File: config.mk
export PLATFORM = sky130hd
export DESIGN_NAME = meter_teleinfo_line_checker_top
export DESIGN_NICKNAME = d
export VERILOG_FILES = /design/src/rtl/core/mtlc_pkg.sv /design/src/rtl/core/mtlc_front.sv /design/src/rtl/core/mtlc_queue.sv /design/src/rtl/core/mtlc_back.sv /design/src/rtl/core/meter_teleinfo_line_checker_top.sv
export SDC_FILE = /design/constraint.sdc
export NUM_CORES = 1
export LEC_CHECK = 0
export BUFFER_PORTS_ARGS = -buffer_cell sky130_fd_sc_hd__buf_2
export CORE_MARGIN = 4
export CORE_UTILIZATION = 48
export CTS_BUF_LIST = sky130_fd_sc_hd__clkbuf_16
export DETAILED_ROUTE_END_ITERATION = 16
export PLACE_DENSITY_LB_ADDON = 0.25
export RECOVER_POWER = 25
export SLEW_MARGIN = 5
export SYNTH_ARGS = -nofsm -noshare
export SYNTH_HDL_FRONTEND = slang
export SYNTH_SLANG_ARGS = --single-unit
File: constraint.sdc
create_clock -name i_clk -period 3.12 [get_ports i_clk]
set_input_delay 0.156 -clock i_clk [delete_from_list [all_inputs] [get_ports i_clk]]
set_output_delay 0.156 -clock i_clk [all_outputs]
set_load 0.02 [all_outputs]
File: src/rtl/core/mtlc_pkg.sv
`default_nettype none
// ----------------------------------------------------------------------------
// mtlc_pkg
// shared types and constants of the meter information line checker
// ----------------------------------------------------------------------------
package mtlc_pkg;

    // label characters kept for the dated label check
    localparam int LABEL_PREFIX_CHARS = 4;
    localparam int LABEL_KEEP = (LABEL_PREFIX_CHARS < 7) ? LABEL_PREFIX_CHARS : 7;

    localparam logic [7:0] CH_LF    = 8'h0A;
    localparam logic [7:0] CH_CR    = 8'h0D;
    localparam logic [7:0] CH_TAB   = 8'h09;
    localparam logic [7:0] CH_SPACE = 8'h20;
    localparam logic [7:0] CH_STX   = 8'h02;
    localparam logic [7:0] CH_EOT   = 8'h04;
    localparam logic [7:0] SUM_BASE = 8'h20;
    localparam logic [5:0] SUM_MASK = 6'h3F;

    localparam logic MODE_STANDARD = 1'b0;
    localparam logic MODE_HISTORIC = 1'b1;

    // error codes
    localparam logic [2:0] ERR_NONE     = 3'd0;
    localparam logic [2:0] ERR_CHECKSUM = 3'd1;
    localparam logic [2:0] ERR_NO_DATE  = 3'd2;
    localparam logic [2:0] ERR_OUTSIDE  = 3'd3;
    localparam logic [2:0] ERR_EMPTY    = 3'd4;

    localparam logic [2:0] FIELD_MAX = 3'd7;

    localparam int QUEUE_DEPTH = 2;

    typedef enum logic [2:0] {
        K_LF,
        K_IGNORE,
        K_CR,
        K_SEP,
        K_DATA
    } t_kind;

    typedef struct packed {
        t_kind      kind;
        logic [7:0] rx_byte;
    } t_item;

    typedef struct packed {
        logic [2:0] error_kind;
        logic       line_ok;
        logic       line_done;
        logic       char_valid;
        logic [7:0] char_value;
        logic [2:0] field_index;
    } t_result;

    function automatic logic [7:0] fold_sum(input logic [7:0] s);
        return {2'b00, s[5:0] & SUM_MASK} + SUM_BASE;
    endfunction

endpackage
`default_nettype wire

File: src/rtl/core/mtlc_front.sv
`default_nettype none
// ----------------------------------------------------------------------------
// mtlc_front
// accepts received bytes and tags each with its byte class
// ----------------------------------------------------------------------------
module mtlc_front (
    input  wire               i_clk,
    input  wire               i_rst_n,
    input  wire               i_mode,
    input  wire               i_valid,
    output logic              o_ready,
    input  wire  [7:0]        i_byte,
    output logic              o_valid,
    input  wire               i_ready,
    output mtlc_pkg::t_item   o_item
);
    import mtlc_pkg::*;

    logic  r_valid;
    t_item r_item;
    t_item n_item;

    assign o_ready = !r_valid || i_ready;
    assign o_valid = r_valid;
    assign o_item  = r_item;

    always_comb begin
        n_item.rx_byte = i_byte;
        priority if (i_byte == CH_LF) begin
            n_item.kind = K_LF;
        end else if (i_byte >= CH_STX && i_byte <= CH_EOT) begin
            n_item.kind = K_IGNORE;
        end else if (i_byte == CH_CR) begin
            n_item.kind = K_CR;
        end else if ((i_mode == MODE_STANDARD && i_byte == CH_TAB) ||
                     (i_mode == MODE_HISTORIC && i_byte == CH_SPACE)) begin
            n_item.kind = K_SEP;
        end else begin
            n_item.kind = K_DATA;
        end
    end

    always_ff @(posedge i_clk) begin
        if (!i_rst_n) begin
            r_valid <= 1'b0;
        end else if (o_ready) begin
            r_valid <= i_valid;
        end
    end

    always_ff @(posedge i_clk) begin
        if (o_ready && i_valid) begin
            r_item <= n_item;
        end
    end

endmodule
`default_nettype wire

File: src/rtl/core/mtlc_queue.sv
`default_nettype none
// ----------------------------------------------------------------------------
// mtlc_queue
// short queue of classified bytes between front and back
// ----------------------------------------------------------------------------
module mtlc_queue (
    input  wire               i_clk,
    input  wire               i_rst_n,
    input  wire               i_valid,
    output logic              o_ready,
    input  mtlc_pkg::t_item   i_item,
    output logic              o_valid,
    input  wire               i_ready,
    output mtlc_pkg::t_item   o_item
);
    import mtlc_pkg::*;

    localparam int PTR_W = (QUEUE_DEPTH > 1) ? $clog2(QUEUE_DEPTH) : 1;
    localparam int CNT_W = $clog2(QUEUE_DEPTH + 1);

    t_item            r_mem [QUEUE_DEPTH];
    logic [PTR_W-1:0] r_wptr;
    logic [PTR_W-1:0] r_rptr;
    logic [CNT_W-1:0] r_count;
    logic             push;
    logic             pop;

    assign o_ready = (r_count != CNT_W'(QUEUE_DEPTH));
    assign o_valid = (r_count != '0);
    assign o_item  = r_mem[r_rptr];
    assign push    = i_valid && o_ready;
    assign pop     = o_valid && i_ready;

    function automatic logic [PTR_W-1:0] ptr_next(input logic [PTR_W-1:0] p);
        return (p == PTR_W'(QUEUE_DEPTH - 1)) ? '0 : p + PTR_W'(1);
    endfunction

    always_ff @(posedge i_clk) begin
        if (!i_rst_n) begin
            r_wptr  <= '0;
            r_rptr  <= '0;
            r_count <= '0;
        end else begin
            if (push) begin
                r_wptr <= ptr_next(r_wptr);
            end
            if (pop) begin
                r_rptr <= ptr_next(r_rptr);
            end
            if (push && !pop) begin
                r_count <= r_count + CNT_W'(1);
            end else if (pop && !push) begin
                r_count <= r_count - CNT_W'(1);
            end
        end
    end

    always_ff @(posedge i_clk) begin
        if (push) begin
            r_mem[r_wptr] <= i_item;
        end
    end

endmodule
`default_nettype wire

File: src/rtl/core/mtlc_back.sv
`default_nettype none
// ----------------------------------------------------------------------------
// mtlc_back
// line state, checksum and verdict for each classified byte
// ----------------------------------------------------------------------------
module mtlc_back (
    input  wire               i_clk,
    input  wire               i_rst_n,
    input  wire               i_mode,
    input  wire               i_valid,
    output logic              o_ready,
    input  mtlc_pkg::t_item   i_item,
    output logic              o_valid,
    input  wire               i_ready,
    output mtlc_pkg::t_result o_result
);
    import mtlc_pkg::*;

    logic       r_open;
    logic [2:0] r_field;
    logic [2:0] r_lcount;
    logic [7:0] r_sum;
    logic [7:0] r_sum_sep;
    logic [7:0] r_check;
    logic [7:0] r_label [LABEL_KEEP];

    logic       n_open;
    logic [2:0] n_field;
    logic [2:0] n_lcount;
    logic [7:0] n_sum;
    logic [7:0] n_sum_sep;
    logic [7:0] n_check;
    logic       label_wr;
    logic       label_clr;

    logic       r_out_valid;
    t_result    r_out;
    t_result    n_out;

    logic       take;
    logic       dated;
    logic [2:0] field_inc;
    logic [7:0] c;

    assign o_ready  = !r_out_valid || i_ready;
    assign take     = i_valid && o_ready;
    assign o_valid  = r_out_valid;
    assign o_result = r_out;
    assign c        = i_item.rx_byte;
    assign field_inc = (r_field == FIELD_MAX) ? r_field : r_field + 3'd1;

    // labels that must carry a timestamp
    assign dated = (r_label[0] == "S" && r_label[1] == "M" &&
                    r_label[2] == "A" && r_label[3] == "X") ||
                   (r_label[0] == "C" && r_label[1] == "C" && r_label[2] == "A") ||
                   (r_label[0] == "U" && r_label[1] == "M" &&
                    r_label[2] == "O" && r_label[3] == "Y") ||
                   (r_label[0] == "D" && r_label[1] == "M" && r_label[2] == "P") ||
                   (r_label[0] == "F" && r_label[1] == "P" && r_label[2] == "M");

    always_comb begin
        n_open    = r_open;
        n_field   = r_field;
        n_lcount  = r_lcount;
        n_sum     = r_sum;
        n_sum_sep = r_sum_sep;
        n_check   = r_check;
        label_wr  = 1'b0;
        label_clr = 1'b0;
        n_out             = '0;
        n_out.field_index = r_field;

        unique case (i_item.kind)
            K_LF: begin
                n_open    = 1'b1;
                n_field   = '0;
                n_lcount  = '0;
                n_sum     = '0;
                n_sum_sep = '0;
                n_check   = '0;
                label_clr = 1'b1;
                n_out.field_index = '0;
            end
            K_IGNORE: begin
            end
            K_CR: begin
                if (!r_open) begin
                    n_out.error_kind = ERR_OUTSIDE;
                end else begin
                    n_open = 1'b0;
                    n_out.line_done = 1'b1;
                    if (r_field == '0) begin
                        n_out.error_kind = ERR_EMPTY;
                    end else if (i_mode == MODE_STANDARD) begin
                        if (r_field == 3'd2) begin
                            if (dated) begin
                                n_out.error_kind = ERR_NO_DATE;
                            end else if (fold_sum(r_sum_sep) == r_check) begin
                                n_out.line_ok = 1'b1;
                            end else begin
                                n_out.error_kind = ERR_CHECKSUM;
                            end
                        end else if (r_field == 3'd3) begin
                            if (fold_sum(r_sum) == r_check) begin
                                n_out.line_ok = 1'b1;
                            end else begin
                                n_out.error_kind = ERR_CHECKSUM;
                            end
                        end
                    end else if (r_field >= 3'd2) begin
                        if (fold_sum(r_sum) == r_check) begin
                            n_out.line_ok = 1'b1;
                        end else begin
                            n_out.error_kind = ERR_CHECKSUM;
                        end
                    end
                end
            end
            K_SEP: begin
                if (i_mode == MODE_STANDARD) begin
                    if (!r_open) begin
                        n_out.error_kind = ERR_OUTSIDE;
                    end else begin
                        n_field   = field_inc;
                        n_sum     = r_sum + CH_TAB;
                        n_sum_sep = r_sum + CH_TAB;
                        n_out.field_index = field_inc;
                    end
                end else if (r_open) begin
                    // historic space: a separator, or the checksum itself
                    n_field = field_inc;
                    n_out.field_index = field_inc;
                    if (field_inc < 3'd2) begin
                        n_sum = r_sum + CH_SPACE;
                    end else begin
                        n_check = CH_SPACE;
                        n_out.char_valid = 1'b1;
                        n_out.char_value = c;
                    end
                end
            end
            K_DATA: begin
                if (!r_open) begin
                    n_out.error_kind = ERR_OUTSIDE;
                end else begin
                    n_out.char_valid = 1'b1;
                    n_out.char_value = c;
                    if (r_field == '0) begin
                        label_wr = 1'b1;
                        if (r_lcount != FIELD_MAX) begin
                            n_lcount = r_lcount + 3'd1;
                        end
                    end
                    if (i_mode == MODE_STANDARD) begin
                        if (r_field < 3'd2) begin
                            n_sum     = r_sum + c;
                            n_sum_sep = r_sum + c;
                        end else if (r_field == 3'd2) begin
                            n_sum   = r_sum + c;
                            n_check = c;
                        end else begin
                            n_check = c;
                        end
                    end else begin
                        if (r_field < 3'd2) begin
                            n_sum = r_sum + c;
                        end else begin
                            n_check = c;
                        end
                    end
                end
            end
            default: begin
            end
        endcase
    end

    always_ff @(posedge i_clk) begin
        if (!i_rst_n) begin
            r_open      <= 1'b0;
            r_field     <= '0;
            r_lcount    <= '0;
            r_sum       <= '0;
            r_sum_sep   <= '0;
            r_check     <= '0;
            r_out_valid <= 1'b0;
        end else begin
            if (take) begin
                r_open    <= n_open;
                r_field   <= n_field;
                r_lcount  <= n_lcount;
                r_sum     <= n_sum;
                r_sum_sep <= n_sum_sep;
                r_check   <= n_check;
            end
            if (o_ready) begin
                r_out_valid <= i_valid;
            end
        end
    end

    // label prefix, one byte per kept character
    always_ff @(posedge i_clk) begin
        for (int k = 0; k < LABEL_KEEP; k++) begin
            if (!i_rst_n || (take && label_clr)) begin
                r_label[k] <= '0;
            end else if (take && label_wr && r_lcount == 3'(k)) begin
                r_label[k] <= c;
            end
        end
    end

    always_ff @(posedge i_clk) begin
        if (take) begin
            r_out <= n_out;
        end
    end

endmodule
`default_nettype wire

File: src/rtl/core/meter_teleinfo_line_checker_top.sv
`default_nettype none
// ----------------------------------------------------------------------------
// meter_teleinfo_line_checker_top
// per-byte field tagging and checksum verdict for meter information lines
// ----------------------------------------------------------------------------
// Feed received bytes on the slave stream; every byte yields exactly one
// result transaction on the master stream, in order. The block sustains one
// byte per clock while the sink does not stall: the front stage tags each
// byte, a two-entry queue holds tagged bytes, and the back stage updates the
// line state and registers the result, so a byte's result passes through the
// front register, the queue and the back result register. Throughput is set
// by the line state update in the back stage. line_mode selects standard
// (tab) or historic (space) lines and should only be written while no byte
// is in flight. Field storage, including any timestamp copy, is up to the
// logic downstream of char_value.
module meter_teleinfo_line_checker_top (
    input  wire         i_clk,
    input  wire         i_rst_n,
    // configuration: line_mode
    input  wire         i_cfg_valid,
    output logic        o_cfg_ready,
    input  wire         i_cfg_data,
    // received bytes
    input  wire         i_s_axis_tvalid,
    output logic        o_s_axis_tready,
    input  wire  [7:0]  i_s_axis_tdata,   // [7:0] rx_byte
    // per-byte results
    output logic        o_m_axis_tvalid,
    input  wire         i_m_axis_tready,
    output logic [7:0]  o_m_axis_tdata,   // [7:0] char_value
    output logic [8:0]  o_m_axis_tuser    // [2:0] field_index, [3] char_valid,
                                          // [4] line_done, [5] line_ok,
                                          // [8:6] error_kind
);
    import mtlc_pkg::*;

    logic    r_mode;

    // front to queue
    logic    fq_valid;
    logic    fq_ready;
    t_item   fq_item;

    // queue to back
    logic    qb_valid;
    logic    qb_ready;
    t_item   qb_item;

    t_result result;

    // configuration always taken at once
    assign o_cfg_ready = 1'b1;

    always_ff @(posedge i_clk) begin
        if (!i_rst_n) begin
            r_mode <= MODE_STANDARD;
        end else if (i_cfg_valid) begin
            r_mode <= i_cfg_data;
        end
    end

    mtlc_front u_front (
        .i_clk   (i_clk),
        .i_rst_n (i_rst_n),
        .i_mode  (r_mode),
        .i_valid (i_s_axis_tvalid),
        .o_ready (o_s_axis_tready),
        .i_byte  (i_s_axis_tdata),
        .o_valid (fq_valid),
        .i_ready (fq_ready),
        .o_item  (fq_item)
    );

    mtlc_queue u_queue (
        .i_clk   (i_clk),
        .i_rst_n (i_rst_n),
        .i_valid (fq_valid),
        .o_ready (fq_ready),
        .i_item  (fq_item),
        .o_valid (qb_valid),
        .i_ready (qb_ready),
        .o_item  (qb_item)
    );

    mtlc_back u_back (
        .i_clk    (i_clk),
        .i_rst_n  (i_rst_n),
        .i_mode   (r_mode),
        .i_valid  (qb_valid),
        .o_ready  (qb_ready),
        .i_item   (qb_item),
        .o_valid  (o_m_axis_tvalid),
        .i_ready  (i_m_axis_tready),
        .o_result (result)
    );

    // result packing, lowest field first
    assign o_m_axis_tdata = result.char_value;
    assign o_m_axis_tuser = {result.error_kind, result.line_ok, result.line_done,
                             result.char_valid, result.field_index};

endmodule
`default_nettype wire

==> impl_metrics.ini <==
[place]
place_congestion = 0.876
hpwl_microns = 8610
placed_cells = 690
numPortBuffers = 32

[drt]
num_vias = 4100
postRouteAntennaNets = 0
drt_pass1_iterations = 4
via_per_inst = 5.59
wire_per_inst_microns = 17.0
wl_microns = 12400
drtIter0Drc = 258
drc = 0

[layout]
finalNonFillerCells = 733
areaGrowthSynthToFinish_pct = 19.1
drive_above_1_share = 0.108
layout.nets = 608
antenna_cells = 0

[grt]
overflow = 0
grt_use_total = 0.197
first_global_vias = 4042
grt_pass1_wl_microns = 20200
grt_start_max_net_pins = 22
antenna_found_initial = 0

[yosys]
synth_seq_cells = 117
syn_nets = 550
yosys-top-cells-area = edfxtp_1 (43%), dfxtp_1 (12%), nor2_1 (6.2%), mux2i_1 (4.2%), ha_1 (3.5%)
yosys.area.top_type = edfxtp_1
synth_warnings = 0
synth_edf_count = 82
netlist_instances = 519
syn_area_sq_mm = 0.00567
synth.avg_cell_area_sq_um = 10.9
synth.most_common_cell = nor2_1
yosysUniqueCellTypes = 66
ys_top_cells_by_count = nor2_1 (94), edfxtp_1 (82), dfxtp_1 (35), inv_1 (29), nand2_1 (29)
synth_top_area_frac = 0.434
ys_dominant_reg_cell = edfxtp_1
synth-async-reset-ratio = 0
ys_seq_area_frac = 0.558

[clocking]
tritoncts = done
cts.sinks = 117
clk_latency_ns = 0.42
cts_buffers = 17
h-tree-depth = 4
cts-root-buf = clkbuf_16
cts_max_path_buffers = 2
clkSlewWorstSetupHoldPaths_ns = 0.05
ctsResizeCount = 0

[setup_path]
reg2reg_slack_ns = 0.51
cp-start-kind = flip-flop
cp_slowest_stage_delay_ns = 0.43
cp.required_ns = 3.45
slowest_stage = a2111o_1
cp_max_fo = 16
path_class = flip-flop to flip-flop
cp-end-kind = flip-flop
critical_path.most_common_cell = o21ai_0
ff2ff_path_depth = 10
arrival_ns = 2.94
crit_chain = buf_4 > mux2i_1 > inv_1 > ha_1 > o21ai_0 > o21ai_0 > a2111o_1 > o21a_1 > nor2b_1 > a221oi_2

[timing]
fin_worst_skew_ns = 0.00636
worst_pin_slew_ns = 0.920
rsz0062_at_grt = no
setup_viol = 0
max-slew-margin-rel = 0.385
period_minus_slack_ns = 2.61
holdWs_ns = 0.0844
tns_ns = 0
max_freq_ghz = 0.384
maxSlewViolCount = 0
hold_violations = 0
min_period_over_period = 0.836

[hold_path]
min_path_type = primary input to flip-flop
whs_path_depth = 4

[floorplanning]
start_util = 0.494
dieArea_sq_mm = 0.0136
io_pins = 34
chipHeight_microns = 117
die-width_microns = 117
row_count = 39
coreArea_sq_mm = 0.0115

[pwr]
ir_drop_v = 0.000491
p_switching_uw = 1430
switching_share = 0.280
power_frac_seq = 0.383
clkPwrFrac = 0.421
p_int_uw = 3680
comb_power_share = 0.195
p_leak_uw = 0.00257
p_per_area_mw_per_mm2 = 758

[job]
drv_cap = 0

[status]
status = complete, no violations
-- registers in the layout (all words and copies together) (netlist names), named ones only --
register          cells
u_back.r_sum_sep      6
u_back.r_check        8
u_back.r_field        3
r_mode                1
u_back.o_result      17
u_back.r_sum          6
u_front.o_item       11
u_queue.r_wptr        1
u_back.o_valid        1
u_front.o_valid       1
u_back.r_label       32
u_queue.r_count       2
u_back.r_lcount       3
u_back.r_open         1
u_queue.r_rptr        1
u_queue.r_mem        22
-- power groups by stage --
stage / Sequential, uW / Clock, uW / Combinational (uW)
finish: 1960 / 2160 / 1000
floorplan: 2070 / 0 / 579
global placement: 1980 / 0 / 985
global route: 1980 / 2260 / 1090
CTS: 1960 / 2190 / 1020
detailed placement: 1990 / 0 / 1010
-- cells in the final DEF (no fill, tap or decap), types with 4 or more instances in the layout --
master	netlist	final
buf_4	2	14
nand4_1	6	6
nor2b_1	6	6
o21ai_0	21	21
edfxtp_1	82	82
buf_2	1	6
inv_1	29	29
bufinv_16	0	6
a31oi_1	4	4
nand2_1	29	29
nand3_1	11	11
clkbuf_1	12	26
nor4bb_1	5	5
nand2b_1	6	6
o21a_1	4	4
ha_1	16	16
dlygate4sd3_1	0	11
o31ai_1	6	6
a21oi_1	16	16
a211oi_1	5	5
clkbuf_16	0	17
mux2i_1	24	24
xnor2_1	6	6
nor3_1	6	6
nor4_1	7	7
or2_2	5	5
and3_1	4	4
a21o_1	5	5
dfxtp_1	35	35
nor2_1	94	94
xor2_1	15	15
-- final timing paths --
path,start,to
setup / recovery,flip-flop,u_back.r_sum_sep[5]
hold / removal,i_m_axis_tready,u_back.o_valid
setup reg to reg,flip-flop,u_back.r_sum_sep[5]
hold reg to reg,u_front.o_item[5],u_queue.r_mem[1][5]
-- stage by stage --
| stage | area [sq um] | worst slack (ns) | util | power [uW] |
|---|---|---|---|---|
| final | 6750 | 0.512 | 0.589 | 5120 |
| after CTS | 6790 | 0.517 | 0.592 | 5170 |
| after global placement | 6010 | 0.643 | 0.524 | 2970 |
| after floorplan | 5670 | 0.197 | - | 2650 |
| after detailed placement | 6010 | 0.538 | 0.524 | 3000 |
| after global routing | 6750 | 0.334 | 0.589 | 5330 |
-- cells by family after synthesis --
group	after synthesis	synth area share
other cells	1	0.000661
flops	117	0.558
fa+ha+maj	17	0.0388
buf+inv	47	0.0366
compound gates	89	0.112
mux	24	0.0424
xor+xnor	21	0.0324
simple gates	203	0.179
-- worst max-delay path: cells and delay by family (launching register included) --
kind | cells | cell delay, ns
adder cells (fa/ha/maj) | 1 | 0.32
AND/OR/NAND/NOR | 1 | 0.14
flip-flops | 1 | 0.42
buffers and inverters | 2 | 0.35
AO/OA/AOI/OAI | 5 | 1.04
multiplexers | 1 | 0.25
-- area by class of cell --
cell class	count	area (sq um)
Timing Repair Buffer	57	343
Clock buffer	17	425
Sequential cell	117	3160
Clock inverter	15	235
Fill cell	931	4710
Multi-Input combinational cell	355	2300
Tap cell	143	179
Inverter	29	109
-- repair_timing --
item                                   in CTS  in global routing
hold buffers                               11                  0
setup buffers                               0                  0
endpoints found under the hold margin      10                  0
-- per-layer routing --
metal / up-vias / share of wire / global-route usage
li1: 1995 / - / -
met1: 1967 / 0.44 / 0.246
met2: 113 / 0.48 / 0.315
met3: 25 / 0.054 / 0.0497
met4: 0 / 0.032 / 0.106
met5: - / 0 / 0
No activity file was read; power rests on OpenSTA's default activity.
